$ cat config.mk
export PLATFORM = sky130hd
export DESIGN_NAME = timer_prescaler_reload_search
export DESIGN_NICKNAME = d
export VERILOG_FILES = /design/src/hw/rtl/tprs_pkg.sv /design/src/hw/rtl/tprs_datapath.sv /design/src/hw/rtl/tprs_ctrl.sv /design/src/hw/rtl/timer_prescaler_reload_search.sv
export SDC_FILE = /design/constraint.sdc
export NUM_CORES = 1
export LEC_CHECK = 0
export ABC_AREA = 1
export BUFFER_PORTS_ARGS = -buffer_cell sky130_fd_sc_hd__buf_2
export CAP_MARGIN = 30
export CORE_ASPECT_RATIO = 0.75
export CORE_MARGIN = 5
export CORE_UTILIZATION = 65
export CTS_CLUSTER_DIAMETER = 120
export CTS_CLUSTER_SIZE = 30
export DETAILED_ROUTE_END_ITERATION = 10
export PLACE_DENSITY = 0.83
export SETUP_SLACK_MARGIN = 0.5
export SLEW_MARGIN = 20
export SYNTH_ARGS = -nofsm -noshare
export SYNTH_HDL_FRONTEND = slang
export SYNTH_SLANG_ARGS = --single-unit
$ cat constraint.sdc
create_clock -name clock -period 13.85 [get_ports clock]
set_input_delay 2.77 -clock clock [delete_from_list [all_inputs] [get_ports clock]]
set_output_delay 2.77 -clock clock [all_outputs]
set_load 0.01 [all_outputs]
$ cat src/hw/rtl/tprs_pkg.sv
// Shared constants and command/status types for the timer prescaler reload search.
package tprs_pkg;

   // Largest divider tried and largest reload count accepted.
   localparam int MAX_DIVIDER  = 65536;
   localparam int RELOAD_LIMIT = 65536;

   // Field and datapath widths.
   localparam int N_W    = 32;
   localparam int OUT_W  = 16;
   localparam int DIV_W  = $clog2(MAX_DIVIDER + 1);
   localparam int REL_W  = $clog2(RELOAD_LIMIT + 1);
   localparam int STEP_W = $clog2(N_W);

   // Commands from the controller to the datapath.
   typedef struct packed {
      logic load;   // Capture the period and start the first candidate.
      logic step;   // One restoring division step.
      logic mul;    // Register the candidate product.
      logic eval;   // Update the best pair and, unless the search is done, move to the next divider.
      logic latch;  // Load the result registers.
   } ctrl_cmd_type;

   // Status from the datapath to the controller.
   typedef struct packed {
      logic hit;    // The best product after this candidate equals the period.
      logic last;   // The current divider is the largest one.
   } dp_status_type;

endpackage

$ cat src/hw/rtl/tprs_datapath.sv
// Datapath: iterative divider, candidate multiplier and best-pair registers.
module tprs_datapath (
   input  logic                         clock,
   input  tprs_pkg::ctrl_cmd_type       cmd,
   output tprs_pkg::dp_status_type      status,
   input  logic [tprs_pkg::N_W-1:0]     period_count,
   output logic [tprs_pkg::OUT_W-1:0]   prescaler_minus_one,
   output logic [tprs_pkg::OUT_W-1:0]   reload_minus_one,
   output logic                         no_fit
);
   import tprs_pkg::*;

   logic [N_W-1:0]   n_ff;
   logic [DIV_W-1:0] div_ff, div_in;
   logic [N_W-1:0]   quot_ff, quot_in;
   logic [DIV_W-1:0] rem_ff, rem_in;
   logic [N_W-1:0]   prod_ff;
   logic [N_W-1:0]   best_ff, best_in;
   logic [DIV_W-1:0] best_div_ff, best_div_in;
   logic [REL_W-1:0] best_rel_ff, best_rel_in;
   logic [OUT_W-1:0] presc_ff, reload_ff;
   logic             no_fit_ff;

   logic [DIV_W:0]   rem_sh;
   logic [DIV_W:0]   rem_diff;
   logic             rel_ok;
   logic             better;
   logic             done_now;
   logic [DIV_W-1:0] div_m1;
   logic [REL_W-1:0] rel_m1;
   logic [DIV_W+REL_W-1:0] prod_full;

   // One restoring division step: shift in the next dividend bit and try to subtract.
   assign rem_sh   = {rem_ff, quot_ff[N_W-1]};
   assign rem_diff = rem_sh - {1'b0, div_ff};

   // Candidate qualification and early stop.
   assign rel_ok   = (quot_ff <= N_W'(RELOAD_LIMIT));
   assign better   = rel_ok && (prod_ff > best_ff);
   assign best_in  = better ? prod_ff : best_ff;
   assign best_div_in = better ? div_ff : best_div_ff;
   assign best_rel_in = better ? quot_ff[REL_W-1:0] : best_rel_ff;
   assign status.hit  = (best_in == n_ff);
   assign status.last = (div_ff == DIV_W'(MAX_DIVIDER));
   assign done_now    = status.hit || status.last;

   // Full-width candidate product; it fits the period width whenever the reload qualifies.
   assign prod_full = div_ff * quot_ff[REL_W-1:0];

   // Next divider and division operands.
   always_comb begin
      div_in  = div_ff;
      quot_in = quot_ff;
      rem_in  = rem_ff;
      if (cmd.load) begin
         div_in  = DIV_W'(1);
         quot_in = period_count;
         rem_in  = '0;
      end else if (cmd.step) begin
         if (rem_sh >= {1'b0, div_ff}) begin
            rem_in  = rem_diff[DIV_W-1:0];
            quot_in = {quot_ff[N_W-2:0], 1'b1};
         end else begin
            rem_in  = rem_sh[DIV_W-1:0];
            quot_in = {quot_ff[N_W-2:0], 1'b0};
         end
      end else if (cmd.eval && !done_now) begin
         div_in  = div_ff + DIV_W'(1);
         quot_in = n_ff;
         rem_in  = '0;
      end
   end

   // Result fields, minus one and truncated to the port width.
   assign div_m1 = best_div_ff - DIV_W'(1);
   assign rel_m1 = best_rel_ff - REL_W'(1);

   // Payload registers.
   always_ff @(posedge clock) begin
      div_ff  <= div_in;
      quot_ff <= quot_in;
      rem_ff  <= rem_in;
      if (cmd.load) begin
         n_ff        <= period_count;
         best_ff     <= '0;
         best_div_ff <= '0;
         best_rel_ff <= '0;
      end else if (cmd.eval) begin
         best_ff     <= best_in;
         best_div_ff <= best_div_in;
         best_rel_ff <= best_rel_in;
      end
      if (cmd.mul) begin
         prod_ff <= prod_full[N_W-1:0];
      end
      if (cmd.latch) begin
         no_fit_ff <= (best_ff == '0);
         presc_ff  <= (best_ff == '0) ? '0 : div_m1[OUT_W-1:0];
         reload_ff <= (best_ff == '0) ? '0 : rel_m1[OUT_W-1:0];
      end
   end

   assign prescaler_minus_one = presc_ff;
   assign reload_minus_one    = reload_ff;
   assign no_fit              = no_fit_ff;

endmodule

$ cat src/hw/rtl/tprs_ctrl.sv
// Controller: sequences the division, product and compare for each divider tried.
module tprs_ctrl (
   input  logic                     clock,
   input  logic                     reset,
   input  logic                     start,
   output logic                     busy,
   output logic                     rsp_strobe,
   output tprs_pkg::ctrl_cmd_type   cmd,
   input  tprs_pkg::dp_status_type  status
);
   import tprs_pkg::*;

   typedef enum logic [2:0] {
      S_IDLE,
      S_DIV,
      S_MUL,
      S_EVAL,
      S_DONE
   } state_type;

   state_type         state_ff, state_in;
   logic [STEP_W-1:0] step_ff, step_in;
   logic              strobe_ff, strobe_in;

   // Next state and commands.
   always_comb begin
      state_in  = state_ff;
      step_in   = '0;
      strobe_in = 1'b0;
      cmd       = '0;
      case (state_ff)
         S_IDLE: begin
            if (start) begin
               cmd.load = 1'b1;
               state_in = S_DIV;
            end
         end
         S_DIV: begin
            cmd.step = 1'b1;
            step_in  = step_ff + STEP_W'(1);
            if (step_ff == STEP_W'(N_W - 1)) begin
               step_in  = '0;
               state_in = S_MUL;
            end
         end
         S_MUL: begin
            cmd.mul  = 1'b1;
            state_in = S_EVAL;
         end
         S_EVAL: begin
            cmd.eval = 1'b1;
            state_in = (status.hit || status.last) ? S_DONE : S_DIV;
         end
         S_DONE: begin
            cmd.latch = 1'b1;
            strobe_in = 1'b1;
            state_in  = S_IDLE;
         end
         default: begin
            state_in = S_IDLE;
         end
      endcase
   end

   // State and registered outputs.
   always_ff @(posedge clock) begin
      if (reset) begin
         state_ff  <= S_IDLE;
         step_ff   <= '0;
         strobe_ff <= 1'b0;
      end else begin
         state_ff  <= state_in;
         step_ff   <= step_in;
         strobe_ff <= strobe_in;
      end
   end

   assign busy       = (state_ff != S_IDLE);
   assign rsp_strobe = strobe_ff;

   // The strobe lasts exactly one cycle.
   a_strobe_single: assert property (@(posedge clock) disable iff (reset)
      strobe_ff |=> !strobe_ff)
      else $error("result strobe held for more than one cycle");

   // An accepted transaction makes the block busy.
   a_start_busy: assert property (@(posedge clock) disable iff (reset)
      (start && !busy) |=> busy)
      else $error("accepted transaction did not start the search");

   // The step counter only runs while dividing.
   a_step_idle: assert property (@(posedge clock) disable iff (reset)
      (state_ff != S_DIV) |-> (step_ff == '0))
      else $error("division step counter active outside division");

   // A strobe follows only the result-latch state.
   a_strobe_src: assert property (@(posedge clock) disable iff (reset)
      strobe_ff |-> ($past(state_ff) == S_DONE))
      else $error("result strobe without a finished search");

endmodule

$ cat src/hw/rtl/timer_prescaler_reload_search.sv
// Top level: divider/reload pair search for a wanted timer period.
// Search: for each divider tried, 32 division steps, then the product, then the compare;
// it stops at an exact fit or after the largest divider. The shared one-bit-per-cycle
// divider dominates the run time. One transaction at a time: busy drops in the result
// strobe cycle, which lasts one cycle and cannot be stalled, so a new transaction may be taken then.
// Synchronous active-high reset returns the controller to idle; no result is pending.
module timer_prescaler_reload_search (
   input  logic                       clock,
   input  logic                       reset,
   input  logic                       start,
   output logic                       busy,
   input  logic [tprs_pkg::N_W-1:0]   req_period_count,
   output logic                       rsp_strobe,
   output logic [tprs_pkg::OUT_W-1:0] rsp_prescaler_minus_one,
   output logic [tprs_pkg::OUT_W-1:0] rsp_reload_minus_one,
   output logic                       rsp_no_fit
);
   import tprs_pkg::*;

   ctrl_cmd_type  cmd;
   dp_status_type status;

   // Sequencer.
   tprs_ctrl u_ctrl (
      .clock      (clock),
      .reset      (reset),
      .start      (start),
      .busy       (busy),
      .rsp_strobe (rsp_strobe),
      .cmd        (cmd),
      .status     (status)
   );

   // Arithmetic and result registers.
   tprs_datapath u_datapath (
      .clock               (clock),
      .cmd                 (cmd),
      .status              (status),
      .period_count        (req_period_count),
      .prescaler_minus_one (rsp_prescaler_minus_one),
      .reload_minus_one    (rsp_reload_minus_one),
      .no_fit              (rsp_no_fit)
   );

endmodule

==> summary.txt <==
STA
  – Final hold slack: 0.4530 ns
  – Final clock skew: 0.03678 ns
  – Final setup fails: 0
  – Fmax: 147.5 MHz
  – RSZ-0062 raised after global routing: false
  – Clock period minus worst slack: 6.780 ns
  – Pins Over Slew Limit: 0
  – Slew @ Worst Pin: a little over 1 ns
  – Period utilization: 48.95%
  – Slew HR: 30.66%
  – Fin. Hold Viols: 0
  – Post-route setup TNS: 0 ns

GRT
  – Initial antenna violation count: 0
  – GRT overflow: 0
  – GR Util All Layers: 32.25%
  – Vias in the first global route: 17,570
  – Global-route wire length before repair: 94,470 µm
  – Pin count of the biggest net entering global routing: 91

Pwr
  – Sequential share of power: 38.9%
  – Peak supply drop: 97.94 µV
  – Leak: 11.74 nW
  – Comb power frac: 48.3%
  – Clock power share: 12.9%
  – Switching share of power: a little under half
  – P_sw: around 1.5 mW
  – Pint: 1.593 mW
  – Power after layout: 3.054 mW
  – PwrDens: 135.4 nW/µm²

Synthesis
  – Most frequent cells after synthesis: nand2_1 (663), inv_1 (606), fa_1 (224)
  – Area leader, netlist: fa_1
  – Ys flop type: edfxtp_1
  – Most frequent cell after synthesis: nand2_1
  – Syn nets: between 3,000 and 4,000
  – Async set-or-reset flop fraction in the synthesized netlist: 0%
  – Netlist cell types: 41
  – Syn Area/Cell: between 7 and 8 µm²
  – Top-area cell type share of the netlist area: 20.73%
  – Synth area leaders: fa_1 (21%), edfxtp_1 (18%), nand2_1 (12%), inv_1 (11%), dfxtp_1 (9.9%)
  – Post-synthesis instance total: about 2,700
  – EDFF count, synth: 129
  – Synthesis Warnings: 0
  – Mapped Area: between 20,000 and 25,000 µm²
  – Flops & latches, synth: 236
  – Post-synthesis sequential area ratio: 27.81%

Cells and area
  – Area growth from synthesis to layout: 4.297%
  – Area occupied by multi-input gates: about 13,000 µm²
  – Core Util, Final: 69.23%
  – Ant. Diodes: 0
  – Register area: 6016 µm²
  – # nets final: 3,100
  – Share of cells above drive strength 1: under 10%
  – Fill count: about 2,700

Drt
  – Via count: 18,010
  – Initial DRC Count: 2,012
  – Avg WL per Cell: 18.91 µm
  – Detailed Route WL: 59,280 µm
  – Total iterations of the first detailed-routing run: 6
  – DRC: 0
  – Via density: 5.744
  – Detail Route Antenna Nets: 0

CTS
  – Root Driver: clkbuf_16
  – CTS clk-pin slew, worst paths: between 0.1 and 0.15 ns
  – Post-CTS resize count: 0
  – Clock Latency Late Sink: between 0.5 and 0.6 ns
  – CTS Buf Count: 11
  – Post-CTS setup buffer count: 0
  – H-Tree Level Count: 1
  – CTS tree: built
  – Max Buffers Root-to-Sink: 3
  – Post-CTS Hold Fix Bufs: 0
  – Clock sink count: 236

Critical path
  – Slowest CP cell: dfxtp_1
  – Path depth of the worst reg2reg path: 28
  – R2r setup slk: ~7 ns
  – CP arrival: between 7 and 8 ns
  – Worst Setup EP: u_datapath.prod_ff[28]
  – Crit-path max FO: 22
  – CP max stage delay: 0.98 ns
  – CP endpoint kind: flip-flop
  – Startpoint Class: flip-flop
  – Critical R2R Launch: u_datapath.div_ff[9]
  – Critical path origin: u_datapath.div_ff[9]
  – Data required, critical path: 14.11 ns
  – Reg2reg end: u_datapath.prod_ff[28]
  – Critical path class: flip-flop to flip-flop
  – Most used cell, CP: nand2_1

Worst hold path
  – Hold Crit Depth: 1
  – HP Class: flip-flop to flip-flop

Floorplan
  – Die width: 220.7 µm
  – Starting density of the core: approximately two thirds
  – Core Area: 32,590 µm²
  – Die area: about 37,000 µm²
  – Row count: 57
  – Ports: 70
  – Die Ht: 168.0 µm

Placed design
  – Number of I/O port buffers: 69
  – Placer Congestion: 0.9649
  – Post-DP HPWL: ~45,000 µm

Status
  – Status: finished, final reports clean

Run
  – Max Cap Violations: 0
-- layer usage --
metal	vias up	routed length, µm	GRT usage (%)	share of wire, %
li1	8280	-	-	-
met1	8596	24110	46.80	41
met2	984	25790	48.41	44
met3	148	7232	7.864	12
met4	0	2147	9.838	3.6
met5	-	0	0	0
-- cells in the final DEF, fill, tap and decap left out, drive strengths merged --
cell	n
nand2	665
inv	620
fa	224
ha	152
a21oi	141
edfxtp	129
nand3	122
nor2	119
dfxtp	107
buf	94
o21ai	77
xor2	49
a211oi	31
nor3	25
o221ai	21
xnor2	19
nand4	18
clkbuf	16
nor4	14
o211ai	12
nand3b	9
a21boi	5
or2	5
o21a	4
a21o	3
a31oi	3
o21bai	2
o31ai	1
a221oi	1
clkinv	1
a41oi	1
nor3b	1
o2111ai	1
bufinv	1
-- registers in the layout (all words and copies together), names as in the netlist --
signal                          flops
u_ctrl.step_ff                      5
u_datapath.prescaler_minus_one     16
u_ctrl.state_ff                     3
u_datapath.best_div_ff             16
u_datapath.n_ff                    32
u_ctrl.rsp_strobe                   1
u_datapath.div_ff                  17
u_datapath.quot_ff                 32
u_datapath.best_rel_ff             16
u_datapath.best_ff                 32
u_datapath.reload_minus_one        16
u_datapath.no_fit                   1
u_datapath.prod_ff                 32
u_datapath.rem_ff                  17
-- worst min-delay path by stage --
| stage | start | endpoint | slack [ns] |
|---|---|---|---|
| after floorplan | u_ctrl.step_ff[0] | u_ctrl.step_ff[0] | 0.42 |
| after global placement | u_ctrl.step_ff[0] | u_ctrl.step_ff[0] | 0.43 |
| after detailed placement | u_ctrl.step_ff[0] | u_ctrl.step_ff[0] | 0.44 |
| after CTS | u_ctrl.step_ff[0] | u_ctrl.step_ff[0] | 0.45 |
| after global routing | u_ctrl.step_ff[0] | u_ctrl.step_ff[0] | 0.48 |
| final | u_ctrl.step_ff[0] | u_ctrl.step_ff[0] | 0.45 |
-- stage by stage --
stage                     std cells  worst slack, ns  cell area (µm²)
after global placement         3115            7.315            22190
after CTS                      3132            7.129            22510
after global routing           3135            6.671            22560
after floorplan                2706            7.671            21630
final                          3135            7.070            22560
after detailed placement       3115            7.148            22190
-- area by class of cell --
class,instances,area share (%)
clock buffers,16,1.303
clock inverters,1,0.1331
repair buffers,94,2.484
flip-flops and latches,236,26.66
well taps,442,2.451
multi-input cells,1725,56.62
inverters,621,10.35
-- power groups by stage --
stage / sequential (mW) / combinational, mW / clock [mW]
after floorplan: 1.02 / 1.09 / 0
after global placement: 1.18 / 1.39 / 0
after detailed placement: 1.19 / 1.41 / 0
after CTS: 1.17 / 1.44 / 0.398
after global routing: 1.20 / 1.62 / 0.425
final: 1.19 / 1.47 / 0.393
-- critical path, delay by kind of cell (launching register included) --
| kind | cells | cell delay (ns) |
|---|---|---|
| fa+ha+maj | 7 | 3.28 |
| buf+inv | 5 | 0.26 |
| simple gates | 12 | 0.99 |
| flops | 1 | 0.98 |
| xor+xnor | 1 | 0.14 |
| compound gates | 3 | 0.90 |
-- logic make-up (layout without fill, tap and decap cells) --
kind of cell | count (synthesis) | count (layout) | synth area share, %
AO/OA/AOI/OAI | 303 | 303 | 8.114
flip-flops | 236 | 236 | 27.81
buffers and inverters | 745 | 732 | 13.30
AND/OR/NAND/NOR | 978 | 978 | 18.51
XOR/XNOR | 68 | 68 | 2.753
adder cells (fa/ha/maj) | 376 | 376 | 29.52
(Power assumes the default switching activity.)
